[src/frpr_pkg.sv]
package frpr_pkg;

   // default payload capacity and frame layout
   localparam int MAX_PAYLOAD_DEF = 64;
   localparam int HDR_BYTES       = 7;
   localparam int POS_VERSION     = 2;
   localparam int POS_LENGTH      = 8;
   localparam int POS_DATA        = 9;
   localparam int OVERHEAD        = 11;
   localparam int IDX_W           = 6;
   localparam int CNT_W           = 7;

   // result status codes
   localparam logic [2:0] ST_OK       = 3'd0;
   localparam logic [2:0] ST_LEN_ERR  = 3'd1;
   localparam logic [2:0] ST_TOO_LONG = 3'd2;
   localparam logic [2:0] ST_BAD_VER  = 3'd3;
   localparam logic [2:0] ST_CRC_ERR  = 3'd4;

   // control register indexes
   localparam logic [1:0] CSR_START_FIRST  = 2'd0;
   localparam logic [1:0] CSR_START_SECOND = 2'd1;
   localparam logic [1:0] CSR_VERSION      = 2'd2;

   localparam logic [15:0] CRC_INIT = 16'hFFFF;
   localparam logic [15:0] CRC_POLY = 16'hA001;

   typedef struct packed {
      logic [7:0] start_first;
      logic [7:0] start_second;
      logic [7:0] version;
   } cfg_type;

   // one finished frame or one error, handed from parser to emitter
   typedef struct packed {
      logic [2:0]       status;
      logic [7:0]       flag_bits;
      logic [7:0]       dest_addr;
      logic [7:0]       source_addr;
      logic [7:0]       seq_number;
      logic [7:0]       command_code;
      logic [CNT_W-1:0] len;
      logic             bank;
   } job_type;

   // payload buffer write
   typedef struct packed {
      logic             en;
      logic             bank;
      logic [IDX_W-1:0] idx;
      logic [7:0]       data;
   } pwr_type;

   // buffer bank handed back by the emitter
   typedef struct packed {
      logic en;
      logic bank;
   } rel_type;

   typedef struct packed {
      logic [2:0]       status;
      logic [7:0]       flag_bits;
      logic [7:0]       dest_addr;
      logic [7:0]       source_addr;
      logic [7:0]       seq_number;
      logic [7:0]       command_code;
      logic [CNT_W-1:0] payload_count;
      logic [7:0]       payload_byte;
      logic [IDX_W-1:0] payload_pos;
      logic             last;
   } out_type;

   // crc-16/modbus update by one byte
   function automatic logic [15:0] crc_feed(input logic [15:0] crc, input logic [7:0] b);
      logic [15:0] c;
      c = crc ^ {8'h00, b};
      for (int i = 0; i < 8; i++) begin
         if (c[0]) begin
            c = (c >> 1) ^ CRC_POLY;
         end else begin
            c = c >> 1;
         end
      end
      return c;
   endfunction

endpackage

[src/frpr_front.sv]
module frpr_front import frpr_pkg::*; #(
   parameter int MAX_PAYLOAD = MAX_PAYLOAD_DEF
) (
   input  logic       clock,
   input  logic       reset,
   input  cfg_type    cfg,
   input  logic       byte_valid,
   input  logic [7:0] byte_data,
   output logic       stall,
   input  logic       q_full,
   output logic       job_push,
   output job_type    job,
   output pwr_type    pwr,
   input  rel_type    rel
);

   localparam int FRAME_MAX = OVERHEAD + MAX_PAYLOAD;

   logic [CNT_W-1:0] bc_ff, bc_in;
   logic [CNT_W-1:0] flen_ff, flen_in;
   logic [7:0]       hdr_ff [HDR_BYTES];
   logic [15:0]      crc_ff, crc_in;
   logic [7:0]       crc_lo_ff;
   logic             wr_bank_ff, wr_bank_in;
   logic [1:0]       busy_ff, busy_in;

   logic             hdr_we;
   logic [2:0]       hdr_idx;
   logic             lo_we;
   logic [CNT_W-1:0] pidx;

   // hold off input while the job queue is full or the payload bank is still read out
   assign stall = q_full || ((bc_ff >= CNT_W'(POS_DATA)) && busy_ff[wr_bank_ff]);

   assign pidx = bc_ff - CNT_W'(POS_DATA);

   // byte parser
   always_comb begin
      bc_in      = bc_ff;
      flen_in    = flen_ff;
      crc_in     = crc_ff;
      wr_bank_in = wr_bank_ff;
      hdr_we     = 1'b0;
      hdr_idx    = 3'(bc_ff - CNT_W'(POS_VERSION));
      lo_we      = 1'b0;
      job_push   = 1'b0;
      job        = '0;
      job.bank   = wr_bank_ff;
      pwr.en     = 1'b0;
      pwr.bank   = wr_bank_ff;
      pwr.idx    = pidx[IDX_W-1:0];
      pwr.data   = byte_data;
      if (byte_valid && !stall) begin
         if (bc_ff == '0) begin
            if (byte_data == cfg.start_first) begin
               bc_in = CNT_W'(1);
            end
         end else if (bc_ff == CNT_W'(1)) begin
            if (byte_data == cfg.start_first) begin
               bc_in = CNT_W'(1);
            end else if (byte_data == cfg.start_second) begin
               bc_in = CNT_W'(2);
            end else begin
               bc_in = '0;
            end
         end else if (bc_ff >= CNT_W'(FRAME_MAX)) begin
            job_push   = 1'b1;
            job.status = ST_LEN_ERR;
         end else begin
            bc_in = bc_ff + CNT_W'(1);
            if (bc_ff <= CNT_W'(POS_LENGTH)) begin
               hdr_we = 1'b1;
               crc_in = crc_feed(crc_ff, byte_data);
               if (bc_ff == CNT_W'(POS_LENGTH)) begin
                  if (byte_data > 8'(MAX_PAYLOAD)) begin
                     job_push   = 1'b1;
                     job.status = ST_TOO_LONG;
                  end else begin
                     flen_in = CNT_W'(OVERHEAD) + byte_data[CNT_W-1:0];
                  end
               end
            end else if (flen_ff < CNT_W'(OVERHEAD)) begin
               job_push   = 1'b1;
               job.status = ST_LEN_ERR;
            end else if (bc_ff < flen_ff - CNT_W'(2)) begin
               pwr.en = pidx < CNT_W'(MAX_PAYLOAD);
               crc_in = crc_feed(crc_ff, byte_data);
            end else if (bc_ff == flen_ff - CNT_W'(2)) begin
               lo_we = 1'b1;
            end else if (bc_ff != flen_ff - CNT_W'(1)) begin
               job_push   = 1'b1;
               job.status = ST_LEN_ERR;
            end else if (hdr_ff[0] != cfg.version) begin
               job_push   = 1'b1;
               job.status = ST_BAD_VER;
            end else if ({byte_data, crc_lo_ff} != crc_ff) begin
               job_push   = 1'b1;
               job.status = ST_CRC_ERR;
            end else begin
               job_push         = 1'b1;
               job.status       = ST_OK;
               job.flag_bits    = hdr_ff[1];
               job.dest_addr    = hdr_ff[2];
               job.source_addr  = hdr_ff[3];
               job.seq_number   = hdr_ff[4];
               job.command_code = hdr_ff[5];
               job.len          = hdr_ff[6][CNT_W-1:0];
               if (hdr_ff[6] != 8'h00) begin
                  wr_bank_in = !wr_bank_ff;
               end
            end
         end
         // any frame end returns to hunting
         if (job_push) begin
            bc_in   = '0;
            flen_in = '0;
            crc_in  = CRC_INIT;
         end
      end
   end

   // bank ownership: claimed at a good frame with payload, freed by the emitter
   always_comb begin
      busy_in = busy_ff;
      if (rel.en) begin
         busy_in[rel.bank] = 1'b0;
      end
      if (job_push && job.status == ST_OK && job.len != '0) begin
         busy_in[wr_bank_ff] = 1'b1;
      end
   end

   always_ff @(posedge clock) begin
      if (reset) begin
         bc_ff      <= '0;
         flen_ff    <= '0;
         crc_ff     <= CRC_INIT;
         wr_bank_ff <= 1'b0;
         busy_ff    <= '0;
      end else begin
         bc_ff      <= bc_in;
         flen_ff    <= flen_in;
         crc_ff     <= crc_in;
         wr_bank_ff <= wr_bank_in;
         busy_ff    <= busy_in;
      end
   end

   // header bytes and low crc byte
   always_ff @(posedge clock) begin
      if (hdr_we) begin
         hdr_ff[hdr_idx] <= byte_data;
      end
      if (lo_we) begin
         crc_lo_ff <= byte_data;
      end
   end

   // payload never lands in a bank that is still being read out
   a_pwr_free_bank: assert property (@(posedge clock) disable iff (reset)
      pwr.en |-> !busy_ff[pwr.bank])
      else $error("payload write into busy bank");

   // a released bank was owned
   a_rel_owned: assert property (@(posedge clock) disable iff (reset)
      rel.en |-> busy_ff[rel.bank])
      else $error("release of a free bank");

endmodule

[src/frpr_jobq.sv]
module frpr_jobq import frpr_pkg::*; (
   input  logic    clock,
   input  logic    reset,
   input  logic    push,
   input  job_type push_job,
   output logic    full,
   input  logic    pop,
   output logic    valid,
   output job_type head
);

   localparam int DEPTH = 2;

   job_type    slot_ff [DEPTH];
   logic       wr_ptr_ff, wr_ptr_in;
   logic       rd_ptr_ff, rd_ptr_in;
   logic [1:0] cnt_ff, cnt_in;

   assign full  = cnt_ff == 2'(DEPTH);
   assign valid = cnt_ff != '0;
   assign head  = slot_ff[rd_ptr_ff];

   // pointer and count update
   always_comb begin
      wr_ptr_in = wr_ptr_ff;
      rd_ptr_in = rd_ptr_ff;
      cnt_in    = cnt_ff;
      if (push) begin
         wr_ptr_in = !wr_ptr_ff;
      end
      if (pop) begin
         rd_ptr_in = !rd_ptr_ff;
      end
      if (push && !pop) begin
         cnt_in = cnt_ff + 2'd1;
      end else if (pop && !push) begin
         cnt_in = cnt_ff - 2'd1;
      end
   end

   always_ff @(posedge clock) begin
      if (reset) begin
         wr_ptr_ff <= 1'b0;
         rd_ptr_ff <= 1'b0;
         cnt_ff    <= '0;
      end else begin
         wr_ptr_ff <= wr_ptr_in;
         rd_ptr_ff <= rd_ptr_in;
         cnt_ff    <= cnt_in;
      end
   end

   always_ff @(posedge clock) begin
      if (push) begin
         slot_ff[wr_ptr_ff] <= push_job;
      end
   end

endmodule

[src/frpr_back.sv]
module frpr_back import frpr_pkg::*; #(
   parameter int MAX_PAYLOAD = MAX_PAYLOAD_DEF
) (
   input  logic    clock,
   input  logic    reset,
   input  pwr_type pwr,
   input  logic    job_valid,
   input  job_type job,
   output logic    job_pop,
   output rel_type rel,
   output logic    out_empty,
   input  logic    out_pop,
   output out_type out_item
);

   localparam int AW       = (MAX_PAYLOAD > 1) ? $clog2(MAX_PAYLOAD) : 1;
   localparam int MEM_D    = 2 * (2 ** AW);
   localparam int OQ_DEPTH = 4;

   logic [7:0]       pay_mem_ff [MEM_D];
   logic [7:0]       rd_ff;
   logic [CNT_W-1:0] k_ff, k_in;
   logic             fly_ff;
   out_type          meta_ff, meta_in;
   logic             zero_ff, zero_in;

   out_type          oq_ff [OQ_DEPTH];
   logic [1:0]       oq_wr_ff, oq_rd_ff;
   logic [2:0]       oq_cnt_ff, oq_cnt_in;
   logic             oq_we, oq_re;
   out_type          oq_wdata;

   logic             issue;
   logic             is_err;
   logic [CNT_W-1:0] n_items;
   logic             last;

   // payload buffer, two banks
   always_ff @(posedge clock) begin
      if (pwr.en) begin
         pay_mem_ff[{pwr.bank, pwr.idx[AW-1:0]}] <= pwr.data;
      end
      if (issue) begin
         rd_ff <= pay_mem_ff[{job.bank, k_ff[AW-1:0]}];
      end
   end

   // item sequencer: one item per cycle while the result queue has room
   assign is_err  = job.status != ST_OK;
   assign n_items = (is_err || job.len == '0) ? CNT_W'(1) : job.len;
   assign last    = k_ff == n_items - CNT_W'(1);
   assign issue   = job_valid && ((oq_cnt_ff + {2'b00, fly_ff}) < 3'(OQ_DEPTH));
   assign job_pop = issue && last;
   assign rel.en  = job_pop && !is_err && job.len != '0;
   assign rel.bank = job.bank;
   assign k_in    = job_pop ? '0 : (issue ? k_ff + CNT_W'(1) : k_ff);

   always_comb begin
      meta_in               = '0;
      meta_in.status        = job.status;
      meta_in.flag_bits     = job.flag_bits;
      meta_in.dest_addr     = job.dest_addr;
      meta_in.source_addr   = job.source_addr;
      meta_in.seq_number    = job.seq_number;
      meta_in.command_code  = job.command_code;
      meta_in.payload_count = job.len;
      meta_in.payload_pos   = (is_err || job.len == '0) ? '0 : k_ff[IDX_W-1:0];
      meta_in.last          = last;
      zero_in               = is_err || job.len == '0;
   end

   always_ff @(posedge clock) begin
      if (reset) begin
         k_ff   <= '0;
         fly_ff <= 1'b0;
      end else begin
         k_ff   <= k_in;
         fly_ff <= issue;
      end
   end

   always_ff @(posedge clock) begin
      if (issue) begin
         meta_ff <= meta_in;
         zero_ff <= zero_in;
      end
   end

   // result queue
   always_comb begin
      oq_wdata              = meta_ff;
      oq_wdata.payload_byte = zero_ff ? 8'h00 : rd_ff;
   end

   assign oq_we     = fly_ff;
   assign oq_re     = out_pop && !out_empty;
   assign out_empty = oq_cnt_ff == '0;
   assign out_item  = oq_ff[oq_rd_ff];

   always_comb begin
      oq_cnt_in = oq_cnt_ff;
      if (oq_we && !oq_re) begin
         oq_cnt_in = oq_cnt_ff + 3'd1;
      end else if (oq_re && !oq_we) begin
         oq_cnt_in = oq_cnt_ff - 3'd1;
      end
   end

   always_ff @(posedge clock) begin
      if (reset) begin
         oq_wr_ff  <= '0;
         oq_rd_ff  <= '0;
         oq_cnt_ff <= '0;
      end else begin
         oq_wr_ff  <= oq_we ? oq_wr_ff + 2'd1 : oq_wr_ff;
         oq_rd_ff  <= oq_re ? oq_rd_ff + 2'd1 : oq_rd_ff;
         oq_cnt_ff <= oq_cnt_in;
      end
   end

   always_ff @(posedge clock) begin
      if (oq_we) begin
         oq_ff[oq_wr_ff] <= oq_wdata;
      end
   end

   // reads in flight never overrun the result queue
   a_oq_room: assert property (@(posedge clock) disable iff (reset)
      (oq_cnt_ff + {2'b00, fly_ff}) <= 3'(OQ_DEPTH))
      else $error("result queue overrun");

   // an item read from the buffer shows up in the result queue
   a_oq_filled: assert property (@(posedge clock) disable iff (reset)
      issue |=> ##1 !out_empty)
      else $error("issued item missing from result queue");

endmodule

[src/framed_packet_receiver_crc16.sv]
// Byte-serial frame receiver. One byte is taken per cycle on req_push/req_full;
// the parser hunts for the two start bytes, collects the seven header bytes,
// stores the payload in a two-bank buffer and checks version and CRC-16/MODBUS
// (init 0xFFFF, reflected poly 0xA001, CRC sent low byte first). Each frame
// end goes to a two-entry job queue; the emitter then gives one result per
// payload byte (one result for an empty payload or an error) at one result per
// cycle while the four-entry result queue has room, as fast as the RAM is read.
// A frame's first result passes the job queue, the RAM read and the result queue.
// req_full rises while the job queue is full, or from the first payload byte
// position of a frame onward while the buffer bank it writes is still being read
// out. With rsp_pop held high a byte is taken every cycle as long as the results
// keep up: a long payload drains at one result per cycle, so short frames that
// follow it can fill the job queue or reach the busy bank and hold req_full high
// until the emitter catches up.
module framed_packet_receiver_crc16 import frpr_pkg::*; #(
   parameter int MAX_PAYLOAD = MAX_PAYLOAD_DEF
) (
   input  logic             clock,
   input  logic             reset,
   input  logic             req_push,
   output logic             req_full,
   input  logic [7:0]       req_in_byte,
   output logic             rsp_empty,
   input  logic             rsp_pop,
   output logic [2:0]       rsp_status,
   output logic [7:0]       rsp_flag_bits,
   output logic [7:0]       rsp_dest_addr,
   output logic [7:0]       rsp_source_addr,
   output logic [7:0]       rsp_seq_number,
   output logic [7:0]       rsp_command_code,
   output logic [CNT_W-1:0] rsp_payload_count,
   output logic [7:0]       rsp_payload_byte,
   output logic [IDX_W-1:0] rsp_payload_pos,
   output logic             rsp_last,
   input  logic             csr_wr_en,
   input  logic [1:0]       csr_index,
   input  logic [7:0]       csr_wr_data
);

   cfg_type cfg_ff, cfg_in;
   logic    q_full, job_push, job_valid, job_pop;
   job_type push_job, head_job;
   pwr_type pwr;
   rel_type rel;
   out_type out_item;

   // control registers
   always_comb begin
      cfg_in = cfg_ff;
      if (csr_wr_en) begin
         case (csr_index)
            CSR_START_FIRST:  cfg_in.start_first  = csr_wr_data;
            CSR_START_SECOND: cfg_in.start_second = csr_wr_data;
            CSR_VERSION:      cfg_in.version      = csr_wr_data;
            default:          cfg_in = cfg_ff;
         endcase
      end
   end

   always_ff @(posedge clock) begin
      if (reset) begin
         cfg_ff.start_first  <= 8'hAA;
         cfg_ff.start_second <= 8'h55;
         cfg_ff.version      <= 8'h01;
      end else begin
         cfg_ff <= cfg_in;
      end
   end

   frpr_front #(.MAX_PAYLOAD(MAX_PAYLOAD)) u_front (
      .clock      (clock),
      .reset      (reset),
      .cfg        (cfg_ff),
      .byte_valid (req_push),
      .byte_data  (req_in_byte),
      .stall      (req_full),
      .q_full     (q_full),
      .job_push   (job_push),
      .job        (push_job),
      .pwr        (pwr),
      .rel        (rel)
   );

   frpr_jobq u_jobq (
      .clock    (clock),
      .reset    (reset),
      .push     (job_push),
      .push_job (push_job),
      .full     (q_full),
      .pop      (job_pop),
      .valid    (job_valid),
      .head     (head_job)
   );

   frpr_back #(.MAX_PAYLOAD(MAX_PAYLOAD)) u_back (
      .clock     (clock),
      .reset     (reset),
      .pwr       (pwr),
      .job_valid (job_valid),
      .job       (head_job),
      .job_pop   (job_pop),
      .rel       (rel),
      .out_empty (rsp_empty),
      .out_pop   (rsp_pop),
      .out_item  (out_item)
   );

   // result ports
   assign rsp_status        = out_item.status;
   assign rsp_flag_bits     = out_item.flag_bits;
   assign rsp_dest_addr     = out_item.dest_addr;
   assign rsp_source_addr   = out_item.source_addr;
   assign rsp_seq_number    = out_item.seq_number;
   assign rsp_command_code  = out_item.command_code;
   assign rsp_payload_count = out_item.payload_count;
   assign rsp_payload_byte  = out_item.payload_byte;
   assign rsp_payload_pos   = out_item.payload_pos;
   assign rsp_last          = out_item.last;

endmodule
[config.mk]
export PLATFORM = sky130hd
export DESIGN_NAME = framed_packet_receiver_crc16
export DESIGN_NICKNAME = d
export VERILOG_FILES = /design/src/frpr_pkg.sv /design/src/frpr_front.sv /design/src/frpr_jobq.sv /design/src/frpr_back.sv /design/src/framed_packet_receiver_crc16.sv
export SDC_FILE = /design/constraint.sdc
export NUM_CORES = 2
export LEC_CHECK = 0
export ABC_AREA = 1
export BUFFER_PORTS_ARGS = -buffer_cell sky130_fd_sc_hd__buf_2
export CAP_MARGIN = 20
export CORE_MARGIN = 1
export CORE_UTILIZATION = 45
export CTS_BUF_LIST = sky130_fd_sc_hd__clkbuf_16
export CTS_CLUSTER_DIAMETER = 100
export DETAILED_ROUTE_END_ITERATION = 12
export PLACE_DENSITY = 0.68
export SYNTH_ARGS = -nofsm -noshare
export SYNTH_HDL_FRONTEND = slang
export SYNTH_HIERARCHICAL = 1
export SYNTH_SLANG_ARGS = --single-unit
export TNS_END_PERCENT = 20
[constraint.sdc]
create_clock -name clock -period 5.48 [get_ports clock]
set_input_delay 0.548 -clock clock [delete_from_list [all_inputs] [get_ports clock]]
set_output_delay 0.548 -clock clock [all_outputs]
set_load 0.005 [all_outputs]
======== Word-level counts from Yosys, hierarchy flattened ========
Memory sizes are Yosys's and may differ from the RTL's. A register that Yosys moved wholly into a read port is not among the register bits.
Cells that the tools add are included.
word-level totals
  flip-flop bits (word level) ............. 142
  memory bits (writable) .................. 1442
  bits of input ports ..................... 23
  output and inout bits ................... 67
  logic and storage cells ................. 352
  memories ................................ 4
memory list
  memory             words  bits a word  rd ports  clocked after Yosys merged registers in  wr ports  line              RTL
  u_back.pay_mem_ff  128    8            1         1                                        1         frpr_back.sv:20   logic [7:0] pay_mem_ff [MEM_D];
  u_back.oq_ff       4      65           1         1                                        1         frpr_back.sv:27   out_type oq_ff [OQ_DEPTH];
  u_jobq.slot_ff     2      51           1         1                                        1         frpr_jobq.sv:14   job_type slot_ff [DEPTH];
  u_front.hdr_ff     7      8            7         0                                        1         frpr_front.sv:21  logic [7:0] hdr_ff [HDR_BYTES];
cells by class
  add/subtract/negate cells ............... 15
  $lt $le $gt $ge ......................... 12
  equality and inequality tests ........... 19
  multiplexer cells ....................... 196
  bitwise gates (word level) .............. 29
  reduce and logical (&&, ||, !) cells .... 50
operators with widths
  cell                   count
  $mux W16               106
  $mux W47               6
  $mux W50               5
  $mux W7                14
  $mux W1                45
  $not A2 Y3             15
  $mux W3                9
  $eq A8 B8 Y1           2
  $mux W2                8
  $ne A16 B16 Y1         1
  $xor A16 B8 Y16        1
  $logic_and A1 B1 Y1    15
  $add A7 B1 Y7 const B  2
  $eq A7 B7 Y1           2
  $logic_not A7 Y1       2
  $reduce_bool A7 Y1     2
  $sub A7 B1 Y7 const B  2
  $reduce_and A12 Y1     1
  $logic_not A1 Y1       10
  $not A1 Y1             10
  $reduce_bool A2 Y1     5
  $gt A8 B7 Y1 const B   1
  $mux W8                1
  $ne A2 B2 Y1 const B   4
  41 further kinds       52

======== Longest topological paths before layout ========
  word-level depth ........................ 73
  mapped depth ............................ 27
  mapped depth without buffers ............ 25

======== Modules after synthesis ========
Netlist, hierarchy kept.
modules (own cells, without submodules)
  module                        instances  cells an instance  area each (sq um)  seq. area each (sq um)
  frpr_back                     1          4075               53575.1            40879.2
  frpr_front                    1          726                5883.1             2582.5
  frpr_jobq                     1          192                4162.7             3163.0
  framed_packet_receiver_crc16  1          140                1043.5             480.5

======== Worst setup path after synthesis ========
OpenSTA, ideal clock, no wires.
  path kind ............................... register to register
  from .................................... reg u_front.flen_ff[2]
  to ...................................... mem u_jobq/slot_ff[0][0] (netlist name), enable pin
  library setup time ...................... 460 ps
  data arrival time ....................... 4289 ps
  data required time ...................... 5020 ps
  setup slack ............................. 731 ps
  cell stages (with the launch flop) ...... 19
  path buffers ............................ 0
  period minus slack after synthesis ...... 4749 ps
  cell sequence ........................... dfxtp_1 > inv_1 > ha_1 > nand2_1 > nor2_1 > xor2_1 > ha_1 > nand2_1 > nor2_1 > nand2_1 > nand2_1 > nand2_1 > nand2_1 > nand2_1 > nand2_2 > nand2_2 > inv_1 > inv_1 > nor2_1
on the way
  word-level cells in the longest chain between the ends .. 13
  elaborated cells between the ends (all ways) .. 15
  classes of those cells .................. 1 x add/sub; 2 x order compare; 1 x eq/ne; 11 x mux
RTL lines
  what                                                   line                                RTL
  start, declared                                        frpr_front.sv:20                    logic [CNT_W-1:0] flen_ff, flen_in;
  start signal, assigned                                 frpr_front.sv:142                   flen_ff <= flen_in;
  branches (longest 4 deep; another with $sub A7 B2 Y7)  -
  $mux W1 *                                              frpr_front.sv:82                    end else if (flen_ff < CNT_W'(OVERHEAD)) begin
  $mux W1 *                                              frpr_front.sv:71                    if (bc_ff <= CNT_W'(POS_LENGTH)) begin
  $mux W1 *                                              frpr_front.sv:66                    end else if (bc_ff >= CNT_W'(FRAME_MAX)) begin
  $mux W1 *                                              frpr_front.sv:58                    end else if (bc_ff == CNT_W'(1)) begin
  $mux W1 *                                              frpr_front.sv:54                    if (bc_ff == '0) begin
  $mux W1 * (2 in a row)                                 frpr_front.sv:53                    if (byte_valid && !stall) begin
  named net job_push                                     framed_packet_receiver_crc16.sv:41  logic q_full, job_push, job_valid, job_pop;
  $mux W1 *                                              frpr_jobq.sv:54                     if (push) begin
  $mux W1 (implied by the code) *                        frpr_jobq.sv:55                     slot_ff[wr_ptr_ff] <= push_job;
  end, declared                                          frpr_jobq.sv:14
Mark *: on every way through the listed nets, which the timed path passes. The select of a mux whose other input is x is not followed.

==> results by group <==
Final layout
  – Final instance area: ~71000 um2
  – Most frequent cells in the layout: 1516 x edfxtp_1, 1042 x nor2_1, 686 x o21ai_0
  – Area growth from synthesis to layout: 10.5%
  – Number of diodes: 0
  – Number of fill cells: 12.0k
  – Nets: roughly 5.2k
  – Commonest non-fill, non-tap cell in the layout: edfxtp_1
  – Final core utilization: 50.3%
  – FF+latch area: 47100 um2
  – Multi-input gate area: 15100 um2
  – Fraction of layout cells with a size suffix above 1: 9.73%

Clock network
  – Skew-Pair Late Insertion Delay: about 0.8 ns
  – Num CTS Buffers: ~160
  – Clk slew on worst S/H paths: 0.06 ns
  – Clock Tree Root: clkbuf_16
  – # resized after CTS: 0
  – CTS max path bufs: 3
  – CTS tree: yes
  – H-Tree Depth: 4
  – CTS Sinks: 1595

Job
  – Max-cap violations: 0

Power and ir drop
  – PwrDens: 353 nW/um2
  – Leak Pwr: 24.4 nW
  – VDD IR max: approximately 350 uV

Synthesis
  – Mean Syn Cell Area: 12.6 um2
  – EDFF count, synth: 1516
  – XOR/XNOR Fraction of Synth Area: 0.813%
  – Yosys top cell area share: a little over two thirds
  – Most used DFF post-synth: edfxtp_1
  – Synth Instances: 5133
  – Syn Std Cell Area: 64700 um2
  – Cell taking the most area after synthesis: edfxtp_1
  – Library cells used by synthesis: a little under 60
  – Largest family of logic cells by synthesized area: simple AND/OR/NAND/NOR gates
  – Mux cell area share after synthesis: 1.18%
  – Post-Synth Adder-Cell Area: 0.495%
  – Sequential share of the synthesized area: between 70% and 80%
  – Ys Warns: 6
  – Post-synthesis compound-gate area fraction: 9.58%
  – Ys async rst share: 0%
  – Top cells by area, synth: edfxtp_1 70%, nor2_1 6.1%, o21ai_0 5.3%, nand2_1 2.6%, dfxtp_1 2.4%
  – Post-synthesis simple-gate area fraction: 11.3%
  – Yosys reg bits: around 1.6k
  – Synth Net Count: 5181

Worst setup path
  – Worst Path Required: 5.89 ns
  – CP arrival: 4.84 ns
  – Worst path bufs/invs: 2
  – Crit-path max FO: 12
  – CP top delay family: simple AND/OR/NAND/NOR gates
  – WS Path Type: reg2reg
  – Slowest stage delay, CP: 0.89 ns
  – Slowest cell on the critical path: nor2_1
  – Setup crit start kind: flop
  – Critical-path cell list: inv_1 -> ha_1 -> nand2_1 -> nor2_1 -> xor2_1 -> ha_1 -> nand2_1 -> nor2_1 -> nand2_1 -> nand2_1 -> nor4_2 -> buf_4 -> nand2_1 -> nor2_1
  – Crit. End Element: flop
  – CP dominant cell by count: nand2_1

Floorplan
  – Die area: between 100000 and 150000 um2
  – Initial Utilization: between 40% and 50%
  – Rows: 138
  – Die H: about 380 um
  – Die X-Extent: approximately 380 um
  – Core Area: 142000 um2
  – I/O Pins: 90

Placed design
  – Pre-CTS setup slack: about 1.2 ns
  – Post-DP HPWL: 93000 um
  – IO Port Bufs: 89
  – RD Place Congestion: 0.905
  – Placed inst area: 66500 um2

Route
  – Antenna-violating nets left: 0
  – DRT Pass-1 Iters: 6
  – Routed WL per cell: about 22 um
  – Routed vias: about 41k
  – DR DRC count: 0
  – Final wirelength: about 160000 um
  – DR vias/cell: 5.73
  – DRT iter0 DRCs: 4827

Timing
  – Tcrit/Tclk final: 80.9%
  – Max Clk Rate: around 0.23 GHz
  – Hold Vio Cnt, Final: 0
  – Final setup viols: 0
  – Post-layout min period: approximately 4.4 ns
  – Hold WS: between 0.06 and 0.07 ns
  – Setup TNS: 0 ns
  – Final Max Slew Viols: 0
  – Worst setup margin: around 1.0 ns
  – Clock Skews: 0.0354 ns
  – Unrepaired setup endpoints after global routing: no
  – Least-Margin Pin Slew: 1.21 ns
  – Max-slew headroom: about a fifth

GRT
  – Total GRT Usage: between 20% and 30%
  – GRT overflow: 0
  – Vias in the first global route: around 39k
  – Largest net degree at the start of global routing: between 200 and 250
  – Global-route wire length before repair: 237000 um
  – Initial antenna violation count: 3

Min path
  – Worst Hold Class: in2reg

Run status
  – Status: completed
## where the power goes
group / switching [mW] / total [mW] / internal, mW
combinational: 1.09 / 1.56 / 0.464
sequential: 0.0847 / 13.4 / 13.3
clock: 4.54 / 10.2 / 5.70
total: 5.71 / 25.2 / 19.5
## sequential cells by signal, indices dropped and copies added, names as in the netlist, 3 cells and up, named ones only
signal / flops
u_back/oq_ff: 260
cfg_ff: 24
u_jobq/slot_ff: 102
u_back/rd_ff: 8
u_front/crc_ff: 16
u_back/pay_mem_ff: 1024
u_back/k_ff: 7
u_front/hdr_ff: 56
u_back/meta_ff: 57
u_front/bc_ff: 7
u_front/crc_lo_ff: 8
u_back/oq_cnt_ff: 3
u_front/flen_ff: 7
## metal layers
layer | vias to the layer above | share of wire (%) | global-route usage (%)
li1 | 18500 | - | -
met1 | 20100 | 41 | 29.3
met2 | 2105 | 47 | 34.2
met3 | 313 | 8.6 | 3.93
met4 | 0 | 3.5 | 7.85
met5 | - | 0 | 0
## final timing paths
check | startpoint | endpoint | slack, ns | depth (start not counted)
setup / recovery | u_front/flen_ff[2] | u_back/pay_mem_ff[55][7] | 1.05 | 14
hold / removal | csr_wr_data[3] | cfg_ff[3] | 0.06 | 3
setup reg to reg | u_front/flen_ff[2] | u_back/pay_mem_ff[55][7] | 1.05 | 14
hold reg to reg | u_back/oq_rd_ff[0] | flop | 0.47 | 1
## synth_stat cells, drive strengths merged (53+ instances only)
cell and count:
nand2 456, dfxtp 79, o211ai 87, inv 212
buf 134, o22ai 209, o21ai 702, a21oi 53
edfxtp 1516, nor2 1064, nand3 182, clkbuf 171
## tightest hold or removal path: cells and delay by family
family / cells / cell delay [ns]
buffers and inverters: 1 / 0.13
AND/OR/NAND/NOR: 2 / 0.13
## area by class of cell
| type | instances | share of cell area (%) |
|---|---|---|
| Timing Repair Buffer | 156 | 1.48 |
| Clock buffer | 156 | 5.47 |
| Multi-Input combinational cell | 3018 | 21.2 |
| Tap cell | 1890 | 3.31 |
| Clock inverter | 124 | 1.45 |
| Sequential cell | 1595 | 66.0 |
| Inverter | 214 | 1.14 |
## stage by stage
| stage | std cells | power (mW) |
|---|---|---|
| floorplan | 5133 | 14.6 |
| global placement | 6869 | 15.2 |
| detailed placement | 6870 | 15.2 |
| CTS | 7151 | 25.4 |
| global route | 7153 | 26.0 |
| finish | 7153 | 25.2 |
## logic make-up after synthesis
| family | after synthesis |
|---|---|
| simple gates | 1783 |
| xor+xnor | 60 |
| mux | 51 |
| compound gates | 1099 |
| fa+ha+maj | 25 |
| buf+inv | 520 |
| flops | 1595 |
## timing repair
action                                 CTS  global route
endpoints found under the hold margin    1             0
hold buffers                             1             0
buffers inserted                         0             0
(Power assumes the default switching activity.)
